<file path="src/sv/fcgi_nvp_pkg.sv">
// Shared types and constants for the FastCGI name-value pair decoder.
package fcgi_nvp_pkg;

    localparam int LENGTH_BITS = 31;
    localparam int LEN_W       = 31;

    localparam logic [LEN_W-1:0] LEN_MASK = LEN_W'((64'd1 << LENGTH_BITS) - 64'd1);

    typedef enum logic [2:0] {
        PH_KEYLEN   = 3'd0,
        PH_VALLEN   = 3'd1,
        PH_KEY      = 3'd2,
        PH_VALUE    = 3'd3,
        PH_COMPLETE = 3'd4
    } phase_t;

    localparam logic [2:0] KIND_HEADER    = 3'd0;
    localparam logic [2:0] KIND_KEY       = 3'd1;
    localparam logic [2:0] KIND_VALUE     = 3'd2;
    localparam logic [2:0] KIND_COMPLETE  = 3'd3;
    localparam logic [2:0] KIND_MALFORMED = 3'd4;

    // last byte index of a four-byte length
    localparam logic [1:0] LEN_LAST_BYTE = 2'd3;

    typedef struct packed {
        phase_t           phase;
        logic [1:0]       len_seen;
        logic [LEN_W-1:0] len_acc;
        logic [LEN_W-1:0] key_len;
        logic [LEN_W-1:0] key_rem;
        logic [LEN_W-1:0] val_rem;
    } state_t;

    localparam state_t STATE_RESET = '{
        phase:    PH_KEYLEN,
        len_seen: 2'd0,
        len_acc:  '0,
        key_len:  '0,
        key_rem:  '0,
        val_rem:  '0
    };

    typedef struct packed {
        logic [2:0]       kind;
        logic [7:0]       content_byte;
        logic [LEN_W-1:0] name_length;
        logic [LEN_W-1:0] value_length;
        logic             last_of_pair;
    } result_t;

endpackage

</file>
<file path="src/sv/fcgi_nvp_in_if.sv">
// Input channel: one stream byte or end marker per beat.
interface fcgi_nvp_in_if;
    logic       valid;
    logic       ready;
    logic       func;
    logic [7:0] data_byte;

    modport source (output valid, output func, output data_byte, input ready);
    modport sink   (input valid, input func, input data_byte, output ready);
endinterface

</file>
<file path="src/sv/fcgi_nvp_out_if.sv">
// Output channel: one decoded item per beat.
interface fcgi_nvp_out_if;
    logic                           valid;
    logic                           ready;
    logic [2:0]                     kind;
    logic [7:0]                     content_byte;
    logic [fcgi_nvp_pkg::LEN_W-1:0] name_length;
    logic [fcgi_nvp_pkg::LEN_W-1:0] value_length;
    logic                           last_of_pair;

    modport source (output valid, output kind, output content_byte, output name_length,
                    output value_length, output last_of_pair, input ready);
    modport sink   (input valid, input kind, input content_byte, input name_length,
                    input value_length, input last_of_pair, output ready);
endinterface

</file>
<file path="src/sv/fcgi_nvp_step.sv">
// Next-state and result logic for one accepted beat.
module fcgi_nvp_step (
    input  fcgi_nvp_pkg::state_t  state,
    input  logic                  func,
    input  logic [7:0]            data_byte,
    output fcgi_nvp_pkg::state_t  state_next,
    output logic                  emit,
    output fcgi_nvp_pkg::result_t res
);

    logic                               len_done;
    logic [fcgi_nvp_pkg::LEN_W-1:0]     len_val;
    logic [fcgi_nvp_pkg::LEN_W-1:0]     acc_shift;
    logic [fcgi_nvp_pkg::LEN_W-1:0]     acc_upd;
    logic [1:0]                         seen_upd;
    logic [fcgi_nvp_pkg::LEN_W-1:0]     key_dec;
    logic [fcgi_nvp_pkg::LEN_W-1:0]     val_dec;
    fcgi_nvp_pkg::phase_t               phase_eff;

    // length reader: one-byte form or four-byte big-endian form
    always_comb
    begin
        acc_shift = {state.len_acc[fcgi_nvp_pkg::LEN_W-9:0], data_byte};
        len_done  = 1'b0;
        len_val   = '0;
        acc_upd   = state.len_acc;
        seen_upd  = state.len_seen;
        if (state.len_seen == 2'd0)
        begin
            if (data_byte[7])
            begin
                acc_upd  = fcgi_nvp_pkg::LEN_W'(data_byte[6:0]);
                seen_upd = 2'd1;
            end
            else
            begin
                len_done = 1'b1;
                len_val  = fcgi_nvp_pkg::LEN_W'(data_byte) & fcgi_nvp_pkg::LEN_MASK;
                acc_upd  = '0;
            end
        end
        else if (state.len_seen == fcgi_nvp_pkg::LEN_LAST_BYTE)
        begin
            len_done = 1'b1;
            len_val  = acc_shift & fcgi_nvp_pkg::LEN_MASK;
            acc_upd  = '0;
            seen_upd = 2'd0;
        end
        else
        begin
            acc_upd  = acc_shift;
            seen_upd = state.len_seen + 2'd1;
        end
    end

    always_comb
    begin
        key_dec = (state.key_rem != '0) ?
                  state.key_rem - fcgi_nvp_pkg::LEN_W'(1) : state.key_rem;
        val_dec = (state.val_rem != '0) ?
                  state.val_rem - fcgi_nvp_pkg::LEN_W'(1) : state.val_rem;
        // a data byte after completion starts a new key length
        phase_eff = (state.phase == fcgi_nvp_pkg::PH_COMPLETE) ?
                    fcgi_nvp_pkg::PH_KEYLEN : state.phase;
    end

    always_comb
    begin
        state_next = state;
        emit       = 1'b0;
        res        = '0;
        if (func)
        begin
            emit = 1'b1;
            if (state.phase == fcgi_nvp_pkg::PH_KEYLEN && state.len_seen == 2'd0)
            begin
                state_next.phase = fcgi_nvp_pkg::PH_COMPLETE;
                res.kind         = fcgi_nvp_pkg::KIND_COMPLETE;
            end
            else
            begin
                state_next = fcgi_nvp_pkg::STATE_RESET;
                res.kind   = fcgi_nvp_pkg::KIND_MALFORMED;
            end
        end
        else
        begin
            case (phase_eff)
                fcgi_nvp_pkg::PH_KEYLEN:
                begin
                    state_next.phase    = fcgi_nvp_pkg::PH_KEYLEN;
                    state_next.len_acc  = acc_upd;
                    state_next.len_seen = seen_upd;
                    if (len_done)
                    begin
                        state_next.key_len = len_val;
                        state_next.key_rem = len_val;
                        state_next.phase   = fcgi_nvp_pkg::PH_VALLEN;
                    end
                end
                fcgi_nvp_pkg::PH_VALLEN:
                begin
                    state_next.len_acc  = acc_upd;
                    state_next.len_seen = seen_upd;
                    if (len_done)
                    begin
                        emit               = 1'b1;
                        state_next.val_rem = len_val;
                        if (state.key_rem != '0)
                            state_next.phase = fcgi_nvp_pkg::PH_KEY;
                        else if (len_val != '0)
                            state_next.phase = fcgi_nvp_pkg::PH_VALUE;
                        else
                            state_next.phase = fcgi_nvp_pkg::PH_KEYLEN;
                        res.kind         = fcgi_nvp_pkg::KIND_HEADER;
                        res.name_length  = state.key_len;
                        res.value_length = len_val;
                        res.last_of_pair = (state.key_rem == '0) && (len_val == '0);
                    end
                end
                fcgi_nvp_pkg::PH_KEY:
                begin
                    emit               = 1'b1;
                    state_next.key_rem = key_dec;
                    if (key_dec == '0)
                        state_next.phase = (state.val_rem != '0) ?
                                           fcgi_nvp_pkg::PH_VALUE : fcgi_nvp_pkg::PH_KEYLEN;
                    res.kind         = fcgi_nvp_pkg::KIND_KEY;
                    res.content_byte = data_byte;
                    res.last_of_pair = (key_dec == '0) && (state.val_rem == '0);
                end
                fcgi_nvp_pkg::PH_VALUE:
                begin
                    emit               = 1'b1;
                    state_next.val_rem = val_dec;
                    if (val_dec == '0)
                        state_next.phase = fcgi_nvp_pkg::PH_KEYLEN;
                    res.kind         = fcgi_nvp_pkg::KIND_VALUE;
                    res.content_byte = data_byte;
                    res.last_of_pair = (val_dec == '0);
                end
                default:
                begin
                    state_next = fcgi_nvp_pkg::STATE_RESET;
                end
            endcase
        end
    end

endmodule

</file>
<file path="src/sv/fastcgi_name_value_pair_decoder.sv">
// Top level of the FastCGI name-value pair decoder.
//
//   channel  modport  beat carries
//   -------  -------  ----------------------------------------------------
//   stream   sink     func, data_byte (one stream byte or end marker)
//   result   source   kind, content_byte, name_length, value_length,
//                     last_of_pair
//
// One beat is accepted per cycle while stream.ready is high; its result, if any, is
// shown on result in the cycle after, from the output register.
// The rate is set by the single pass of next-state logic (length reader,
// remaining-count decrement) between the parse state and the output register.
// stream.ready is high whenever the output register is empty or being drained.
// rst_n clears the parse state to the key-length phase and empties the output.
module fastcgi_name_value_pair_decoder (
    input  logic                  clk,
    input  logic                  rst_n,
    fcgi_nvp_in_if.sink           stream,
    fcgi_nvp_out_if.source        result
);

    fcgi_nvp_pkg::state_t  state_reg;
    fcgi_nvp_pkg::state_t  state_next;
    fcgi_nvp_pkg::result_t res_reg;
    fcgi_nvp_pkg::result_t res_next;
    logic                  valid_reg;
    logic                  emit;
    logic                  accept;

    fcgi_nvp_step u_step (
        .state      (state_reg),
        .func       (stream.func),
        .data_byte  (stream.data_byte),
        .state_next (state_next),
        .emit       (emit),
        .res        (res_next)
    );

    assign stream.ready = !valid_reg || result.ready;
    assign accept       = stream.valid && stream.ready;

    always_ff @(posedge clk or negedge rst_n)
    begin
        if (!rst_n)
        begin
            state_reg <= fcgi_nvp_pkg::STATE_RESET;
            valid_reg <= 1'b0;
        end
        else
        begin
            if (accept)
            begin
                state_reg <= state_next;
                valid_reg <= emit;
            end
            else if (result.ready)
            begin
                valid_reg <= 1'b0;
            end
        end
    end

    always_ff @(posedge clk)
    begin
        if (accept && emit)
            res_reg <= res_next;
    end

    assign result.valid        = valid_reg;
    assign result.kind         = res_reg.kind;
    assign result.content_byte = res_reg.content_byte;
    assign result.name_length  = res_reg.name_length;
    assign result.value_length = res_reg.value_length;
    assign result.last_of_pair = res_reg.last_of_pair;

`ifndef ASSERT_OFF
    // an end marker always produces a beat
    assert property (@(posedge clk) disable iff (!rst_n)
        accept && stream.func |=> valid_reg)
        else $error("end marker produced no result");

    // key phase is only entered with bytes left to take
    assert property (@(posedge clk) disable iff (!rst_n)
        state_reg.phase == fcgi_nvp_pkg::PH_KEY |-> state_reg.key_rem != '0)
        else $error("key phase with zero key bytes remaining");

    assert property (@(posedge clk) disable iff (!rst_n)
        state_reg.phase == fcgi_nvp_pkg::PH_VALUE |-> state_reg.val_rem != '0)
        else $error("value phase with zero value bytes remaining");

    assert property (@(posedge clk) disable iff (!rst_n)
        state_reg.phase == fcgi_nvp_pkg::PH_COMPLETE |-> state_reg.len_seen == 2'd0)
        else $error("complete phase with a length pending");

    // lengths ride only on pair headers, and stream status never ends a pair
    assert property (@(posedge clk) disable iff (!rst_n)
        valid_reg && res_reg.kind != fcgi_nvp_pkg::KIND_HEADER
        |-> res_reg.name_length == '0 && res_reg.value_length == '0)
        else $error("lengths set on a non-header result");

    assert property (@(posedge clk) disable iff (!rst_n)
        valid_reg && (res_reg.kind == fcgi_nvp_pkg::KIND_COMPLETE ||
                      res_reg.kind == fcgi_nvp_pkg::KIND_MALFORMED)
        |-> !res_reg.last_of_pair)
        else $error("last_of_pair set on a status result");
`endif

endmodule

</file>
<file path="src/flat_wrapper.sv">
// flat-port wrapper written by rule: the top's interface ports become plain ports
module fastcgi_name_value_pair_decoder_flat 
  (clk, rst_n, stream_valid, stream_func, stream_data_byte, stream_ready, result_valid, result_kind, result_content_byte, result_name_length, result_value_length, result_last_of_pair, result_ready);
  fcgi_nvp_in_if stream_i ();
  fcgi_nvp_out_if result_i ();
  input  logic clk;
  input  logic rst_n;
  input wire logic [$bits(stream_i.valid)-1:0] stream_valid;
  input wire logic [$bits(stream_i.func)-1:0] stream_func;
  input wire logic [$bits(stream_i.data_byte)-1:0] stream_data_byte;
  output wire logic [$bits(stream_i.ready)-1:0] stream_ready;
  output wire logic [$bits(result_i.valid)-1:0] result_valid;
  output wire logic [$bits(result_i.kind)-1:0] result_kind;
  output wire logic [$bits(result_i.content_byte)-1:0] result_content_byte;
  output wire logic [$bits(result_i.name_length)-1:0] result_name_length;
  output wire logic [$bits(result_i.value_length)-1:0] result_value_length;
  output wire logic [$bits(result_i.last_of_pair)-1:0] result_last_of_pair;
  input wire logic [$bits(result_i.ready)-1:0] result_ready;
  assign stream_i.valid = stream_valid;
  assign stream_i.func = stream_func;
  assign stream_i.data_byte = stream_data_byte;
  assign stream_ready = stream_i.ready;
  assign result_valid = result_i.valid;
  assign result_kind = result_i.kind;
  assign result_content_byte = result_i.content_byte;
  assign result_name_length = result_i.name_length;
  assign result_value_length = result_i.value_length;
  assign result_last_of_pair = result_i.last_of_pair;
  assign result_i.ready = result_ready;
  fastcgi_name_value_pair_decoder u_core (.clk(clk), .rst_n(rst_n), .stream(stream_i), .result(result_i));
endmodule
</file>
<file path="config.mk">
export PLATFORM = sky130hd
export DESIGN_NAME = fastcgi_name_value_pair_decoder_flat
export DESIGN_NICKNAME = d
export VERILOG_FILES = /design/src/sv/fcgi_nvp_pkg.sv /design/src/sv/fcgi_nvp_in_if.sv /design/src/sv/fcgi_nvp_out_if.sv /design/src/sv/fcgi_nvp_step.sv /design/src/sv/fastcgi_name_value_pair_decoder.sv /design/src/flat_wrapper.sv
export SDC_FILE = /design/constraint.sdc
export NUM_CORES = 1
export LEC_CHECK = 0
export BUFFER_PORTS_ARGS = -buffer_cell sky130_fd_sc_hd__buf_2
export CORE_ASPECT_RATIO = 1.2
export CORE_UTILIZATION = 36
export DETAILED_ROUTE_END_ITERATION = 6
export GPL_ROUTABILITY_DRIVEN = 1
export PLACE_DENSITY = 0.64
export SETUP_SLACK_MARGIN = 0.3
export SYNTH_ARGS = -nofsm -noshare
export SYNTH_HDL_FRONTEND = slang
export SYNTH_HIERARCHICAL = 1
export SYNTH_SLANG_ARGS = --single-unit
export TNS_END_PERCENT = 50
</file>
<file path="constraint.sdc">
create_clock -name clk -period 5.55 [get_ports clk]
set_clock_uncertainty 0.15 [all_clocks]
set_input_delay 0.555 -clock clk [delete_from_list [all_inputs] [get_ports clk]]
set_output_delay 0.555 -clock clk [all_outputs]
set_load 0.005 [all_outputs]
</file>
==> results of run 1 <==
[stage by stage]
step,worst slack [ns],instances
after global routing,1.26,1706
final,1.54,1706
after floorplan,1.18,1220
after CTS,1.65,1706
after detailed placement,1.69,1673
after global placement,1.68,1673
[routing by layer]
layer  wire length, µm  part of all wire (%)  vias to the layer above  track usage (%)
li1                  -                     -                     4676                -
met1             17100                    42                     5334             30.4
met2             19800                    49                      441             39.6
met3              2240                   5.5                       82             2.59
met4              1400                   3.5                        0             10.0
met5                 0                     0                        -                0
[power breakdown]
part / switching, µW / internal, µW
registers: 362 / 1740
clock network: 611 / 602
logic: 3190 / 1660
[layout by cell type (no fill, tap or decap), types with 29 or more instances in the layout]
cell type and count:
a21oi_1 48, a22o_1 50, and3_1 46, buf_2 87, dfrtp_1 122, edfxtp_1 74, mux2_4 100, nand2_1 112
nor2_1 97, nor3_1 29, nor4_1 29, o21ai_0 102
[final cells by class]
class	count	area, µm²	share of cell area [%]
clock inverter	14	125	0.918
timing repair buffer	108	608	4.46
multi-input combinational	908	6580	48.2
sequential	196	5280	38.7
clock buffer	18	439	3.22
inverter	12	45.0	0.330
tap	450	563	4.13
[how the worst max path moves through the flow]
stage | from | endpoint | slack, ns | cells past startpoint
final | u_core/state_reg[0] | u_core/state_reg[126] | 1.54 | 11
after global routing | u_core/state_reg[8] | u_core/state_reg[126] | 1.26 | 9
after CTS | u_core/state_reg[0] | u_core/state_reg[126] | 1.65 | 11
after detailed placement | u_core/state_reg[0] | u_core/state_reg[126] | 1.69 | 11
after global placement | u_core/state_reg[8] | u_core/state_reg[126] | 1.68 | 9
after floorplan | u_core/state_reg[124] | u_core/result.content_byte[0] | 1.18 | 10
[worst register-to-register path, stage by stage, from the launching register on]
cell	delay, ns
dfrtp_1	0.44
inv_1	0.15
ha_1	0.22
nor3b_1	0.56
nand2_1	0.34
a2111oi_0	0.70
xnor2_1	0.26
nand4_1	0.13
nor4b_1	0.28
a21o_1	0.24
o311ai_2	0.12
mux2_2	0.29
==> flow_metrics.tcl, run 1 <==
set metrics [dict create \
    die_x_um 171 \
    synth_area_mm2 0.0124 \
    finalPower_uw 8160 \
    clock_sinks 196 \
    design_area_mm2 0.0136 \
    wl_per_cell_um 23.8 \
    slowest_stage "a2111oi_0" \
    hold_path_depth 3 \
    diodes 0 \
    vias_per_cell 6.17 \
    finalWeightedCongestion 0.979 \
    hold_slack_ns 0.326 \
    fmax_ghz 0.250 \
    ant_nets 0 \
    grt_pass1_vias 9931 \
    path_clk_slew_ns 0.08 \
    slew_violations 0 \
    cp.required_ns 5.74 \
    rr_startpoint "u_core/state_reg[0]" \
    clock_path_buffers 2 \
    critPathMaxFanout 6 \
    dpl.hpwl_um 27600 \
    row_count 73 \
    cp_slowest_stage_delay_ns 0.70 \
    start_util_pct 36.9 \
    drt_iter0_markers 924 \
    end_kind "register" \
    routed_wl_um 40600 \
    cpLargestDelayFamily "simple AND/OR/NAND/NOR gates" \
    synth.avg_cell_area_um2 10.1 \
    placed_area_mm2 0.0131 \
    largest_register_ffs 121 \
    htree_levels 4 \
    power_density_mw_per_mm2 599 \
    power.static_leakage_uw 0.00587 \
    post_cts_buffers 0 \
    min_from "result_ready" \
    regToRegSetupSlack_ns 1.54 \
    worstHoldPathType "in -> reg" \
    setup-tns-final_ns 0 \
    synth_cells 1220 \
    die-height_um 205 \
    ff2ff_path_depth 11 \
    status "completed" \
    syn-num-nets 1239 \
    postLayoutCoreUtil_pct 40.8 \
    finalCriticalPeriod_ns 4.01 \
    setup_viol 0 \
    cts-root-buf "clkbuf_16" \
    grt_overflow 0 \
    hold_end "u_core/result.valid" \
    min_period_over_period_pct 72.2 \
    cts_tree "built" \
    worstPathArrival_ns 4.19 \
    antenna_found_initial 0 \
    drv_cap 0 \
    synth-warning-count 6 \
    post_cts_resized 0 \
    worstReg2RegEnd "u_core/state_reg[126]" \
    hold_viol 0 \
    rsz0062_at_grt "no" \
    syn2layout_area_growth_pct 10.4 \
    fillers 3275 \
    cts_buffers 17 \
    tightest_slew_ns 1.28 \
    path_class "reg -> reg" \
    port_buffers 88 \
    critPathBufInv 1 \
    drive_above_1_share_pct 23.1 \
    fp.coreArea_mm2 0.0334 \
    die_area_mm2 0.0351 \
    critPathLaunchType "register" \
    vias 10500 \
    ir_drop_mv 0.275 \
    grt_max_degree 99 \
    grt_pass1_wl_um 61600 \
    dr.pass1.iters 5 \
    design.final.nets 1262 \
    insertion_delay_ns 0.45 \
    max_slew_margin_pct 14.3 \
    drc_errors 0 \
    track_usage_pct 23.5 \
    path_cells "inv_1 -> ha_1 -> nor3b_1 -> nand2_1 -> a2111oi_0 -> xnor2_1 -> nand4_1 -> nor4b_1 -> a21o_1 -> o311ai_2 -> mux2_2" \
    io_pins 89 \
    cts_hold_buf 1 \
]
Note: power is estimated with default switching activity, not from simulation.
==> inputs of run 2 (changes only) <==
- ABC_AREA: default -> 1
- PLACE_DENSITY: 0.64 -> 0.62
- clock period: 5.55 -> 4.18 ns (I/O delays scaled with it)
==> run 2 against run 1 <==
  * The flow now finishes with violations (DRC)
  * Count of clock-buffer cells in the layout unchanged
  * Fmax increased by 23%
  * Worst setup slack lost 0.63 ns
  * Register-to-register slack got worse by 0.63 ns
  * Synthesized cell count increased by 65%
  * Clock power is 35% higher
  * Largest power group unchanged
==> flow_metrics.tcl, run 2 <==
set metrics [dict create \
    status "finished with violations" \
    violations "DRC" \
    power.static_leakage_uw 0.00694 \
    fp.coreArea_mm2 0.0370 \
    grt_overflow 0 \
    tightest_slew_ns 1.37 \
    htree_levels 4 \
    finalWeightedCongestion 0.969 \
    die-height_um 215 \
    design_area_mm2 0.0149 \
    cp.required_ns 4.38 \
    worst_slack_ns 0.912 \
    wl_per_cell_um 21.8 \
    worstPathArrival_ns 3.47 \
    drt_iter0_markers 1986 \
    vias_per_cell 5.79 \
    placed_area_mm2 0.0143 \
    synth_area_mm2 0.0136 \
    critPathMaxFanout 18 \
    dpl.hpwl_um 38500 \
    finalCriticalPeriod_ns 3.27 \
    grt_pass1_vias 13600 \
    diodes 0 \
    grt_max_degree 88 \
    setup-tns-final_ns 0 \
    syn-num-nets 2029 \
    ir_drop_mv 0.620 \
    path_clk_slew_ns 0.08 \
    track_usage_pct 28.8 \
    end_kind "register" \
    synth_cells 2010 \
    rsz0062_at_grt "no" \
    endpoint "u_core/state_reg[41]" \
    fmax_ghz 0.306 \
    final_cell_mix "598 x nand2_1, 263 x nor2_1, 189 x nand3_1, 183 x o21ai_0, 175 x inv_1" \
    cts_buffers 17 \
    routed_wl_um 54900 \
    setup_viol 0 \
    finalPower_uw 14400 \
    drv_cap 0 \
    drc_errors 28 \
    cts-root-buf "clkbuf_16" \
    synth-warning-count 6 \
    max_slew_margin_pct 8.79 \
    die_x_um 179 \
    clock_sinks 196 \
    layout_commonest_cell "nand2_1" \
    cts_tree "built" \
    worstHoldPathType "in -> reg" \
    synth.avg_cell_area_um2 6.76 \
    row_count 77 \
    start_util_pct 36.7 \
    clock_path_buffers 2 \
    ant_nets 0 \
    port_buffers 88 \
    power_density_mw_per_mm2 966 \
    regToRegSetupSlack_ns 0.91 \
    min_period_over_period_pct 78.2 \
    largest_register_ffs 121 \
    hold_viol 0 \
    io_pins 89 \
    insertion_delay_ns 0.47 \
    worstReg2RegEnd "u_core/state_reg[41]" \
    slew_violations 0 \
    ff2ff_path_depth 15 \
    place_ws_ns 1.07 \
    dr.pass1.iters 7 \
    path_class "reg -> reg" \
    die_area_mm2 0.0385 \
    startpoint "u_core/state_reg[124]" \
    critPathLaunchType "register" \
    antenna_found_initial 2 \
    hold_path_depth 3 \
    syn2layout_area_growth_pct 9.73 \
    design.final.nets 2047 \
    rr_startpoint "u_core/state_reg[124]" \
    postLayoutCoreUtil_pct 40.3 \
    drive_above_1_share_pct 10.2 \
    grt_pass1_wl_um 83600 \
    vias 14600 \
]
## run 2: metrics by stage
step | hold WS [ns] | std cells
3_5_place_dp | 0.308 | 2482
2_1_floorplan | -0.0276 | 2010
5_1_grt | 0.272 | 2515
3_3_place_gp | 0.304 | 2482
6_report | 0.274 | 2515
4_1_cts | 0.259 | 2515
## run 2: layout make-up
class                   count  area, µm²
inverters                 183        692
flip-flops and latches    196       5280
repair buffers            116        687
clock buffers              18        439
fillers                  4004      22100
multi-input cells        1514       7100
clock inverters            14        118
well taps                 474        593
## run 2: what timing repair did
| action | CTS | global route |
|---|---|---|
| hold buffers | 1 | 0 |
| gates resized for setup | 0 | 0 |
| setup buffers | 0 | 0 |
| endpoints found under the hold margin | 59 | 0 |
## run 2: how the worst min path moves through the flow
| stage | start | to | slack (ns) |
|---|---|---|---|
| 3_5_place_dp | u_core/state_reg[76] | u_core/state_reg[76] | 0.31 |
| 4_1_cts | stream_data_byte[6] | u_core/result.content_byte[6] | 0.26 |
| 2_1_floorplan | rst_n | u_core/result.valid | -0.03 |
| 6_report | stream_data_byte[6] | u_core/result.content_byte[6] | 0.27 |
| 3_3_place_gp | u_core/state_reg[62] | u_core/state_reg[62] | 0.30 |
| 5_1_grt | stream_data_byte[0] | u_core/result.content_byte[0] | 0.27 |
## run 2: metal layers
metal | global-route usage, % | vias up | wire (µm)
met2 | 45.2 | 862 | 25300
met3 | 3.66 | 152 | 4560
li1 | - | 6641 | -
met4 | 14.9 | 2 | 2880
met5 | 0 | - | 11
met1 | 38.6 | 6904 | 22100
## run 2: critical path, stage by stage (launching register included)
cell and delay [ns]:
dfrtp_1 0.39, inv_1 0.09, ha_1 0.22, inv_1 0.11, nand2_1 0.09, o21ai_2 0.07
inv_1 0.36, buf_4 0.34, nor2_1 0.35, nor2_1 0.17, o21ai_0 0.33, o21ai_0 0.15
nand2_1 0.08, o21ai_0 0.08, nand3_1 0.11, nand2_1 0.07
## run 2: power by group
group,internal [µW],switching [µW]
clock network,797,838
registers,2340,445
logic,2720,7260
total,5850,8540
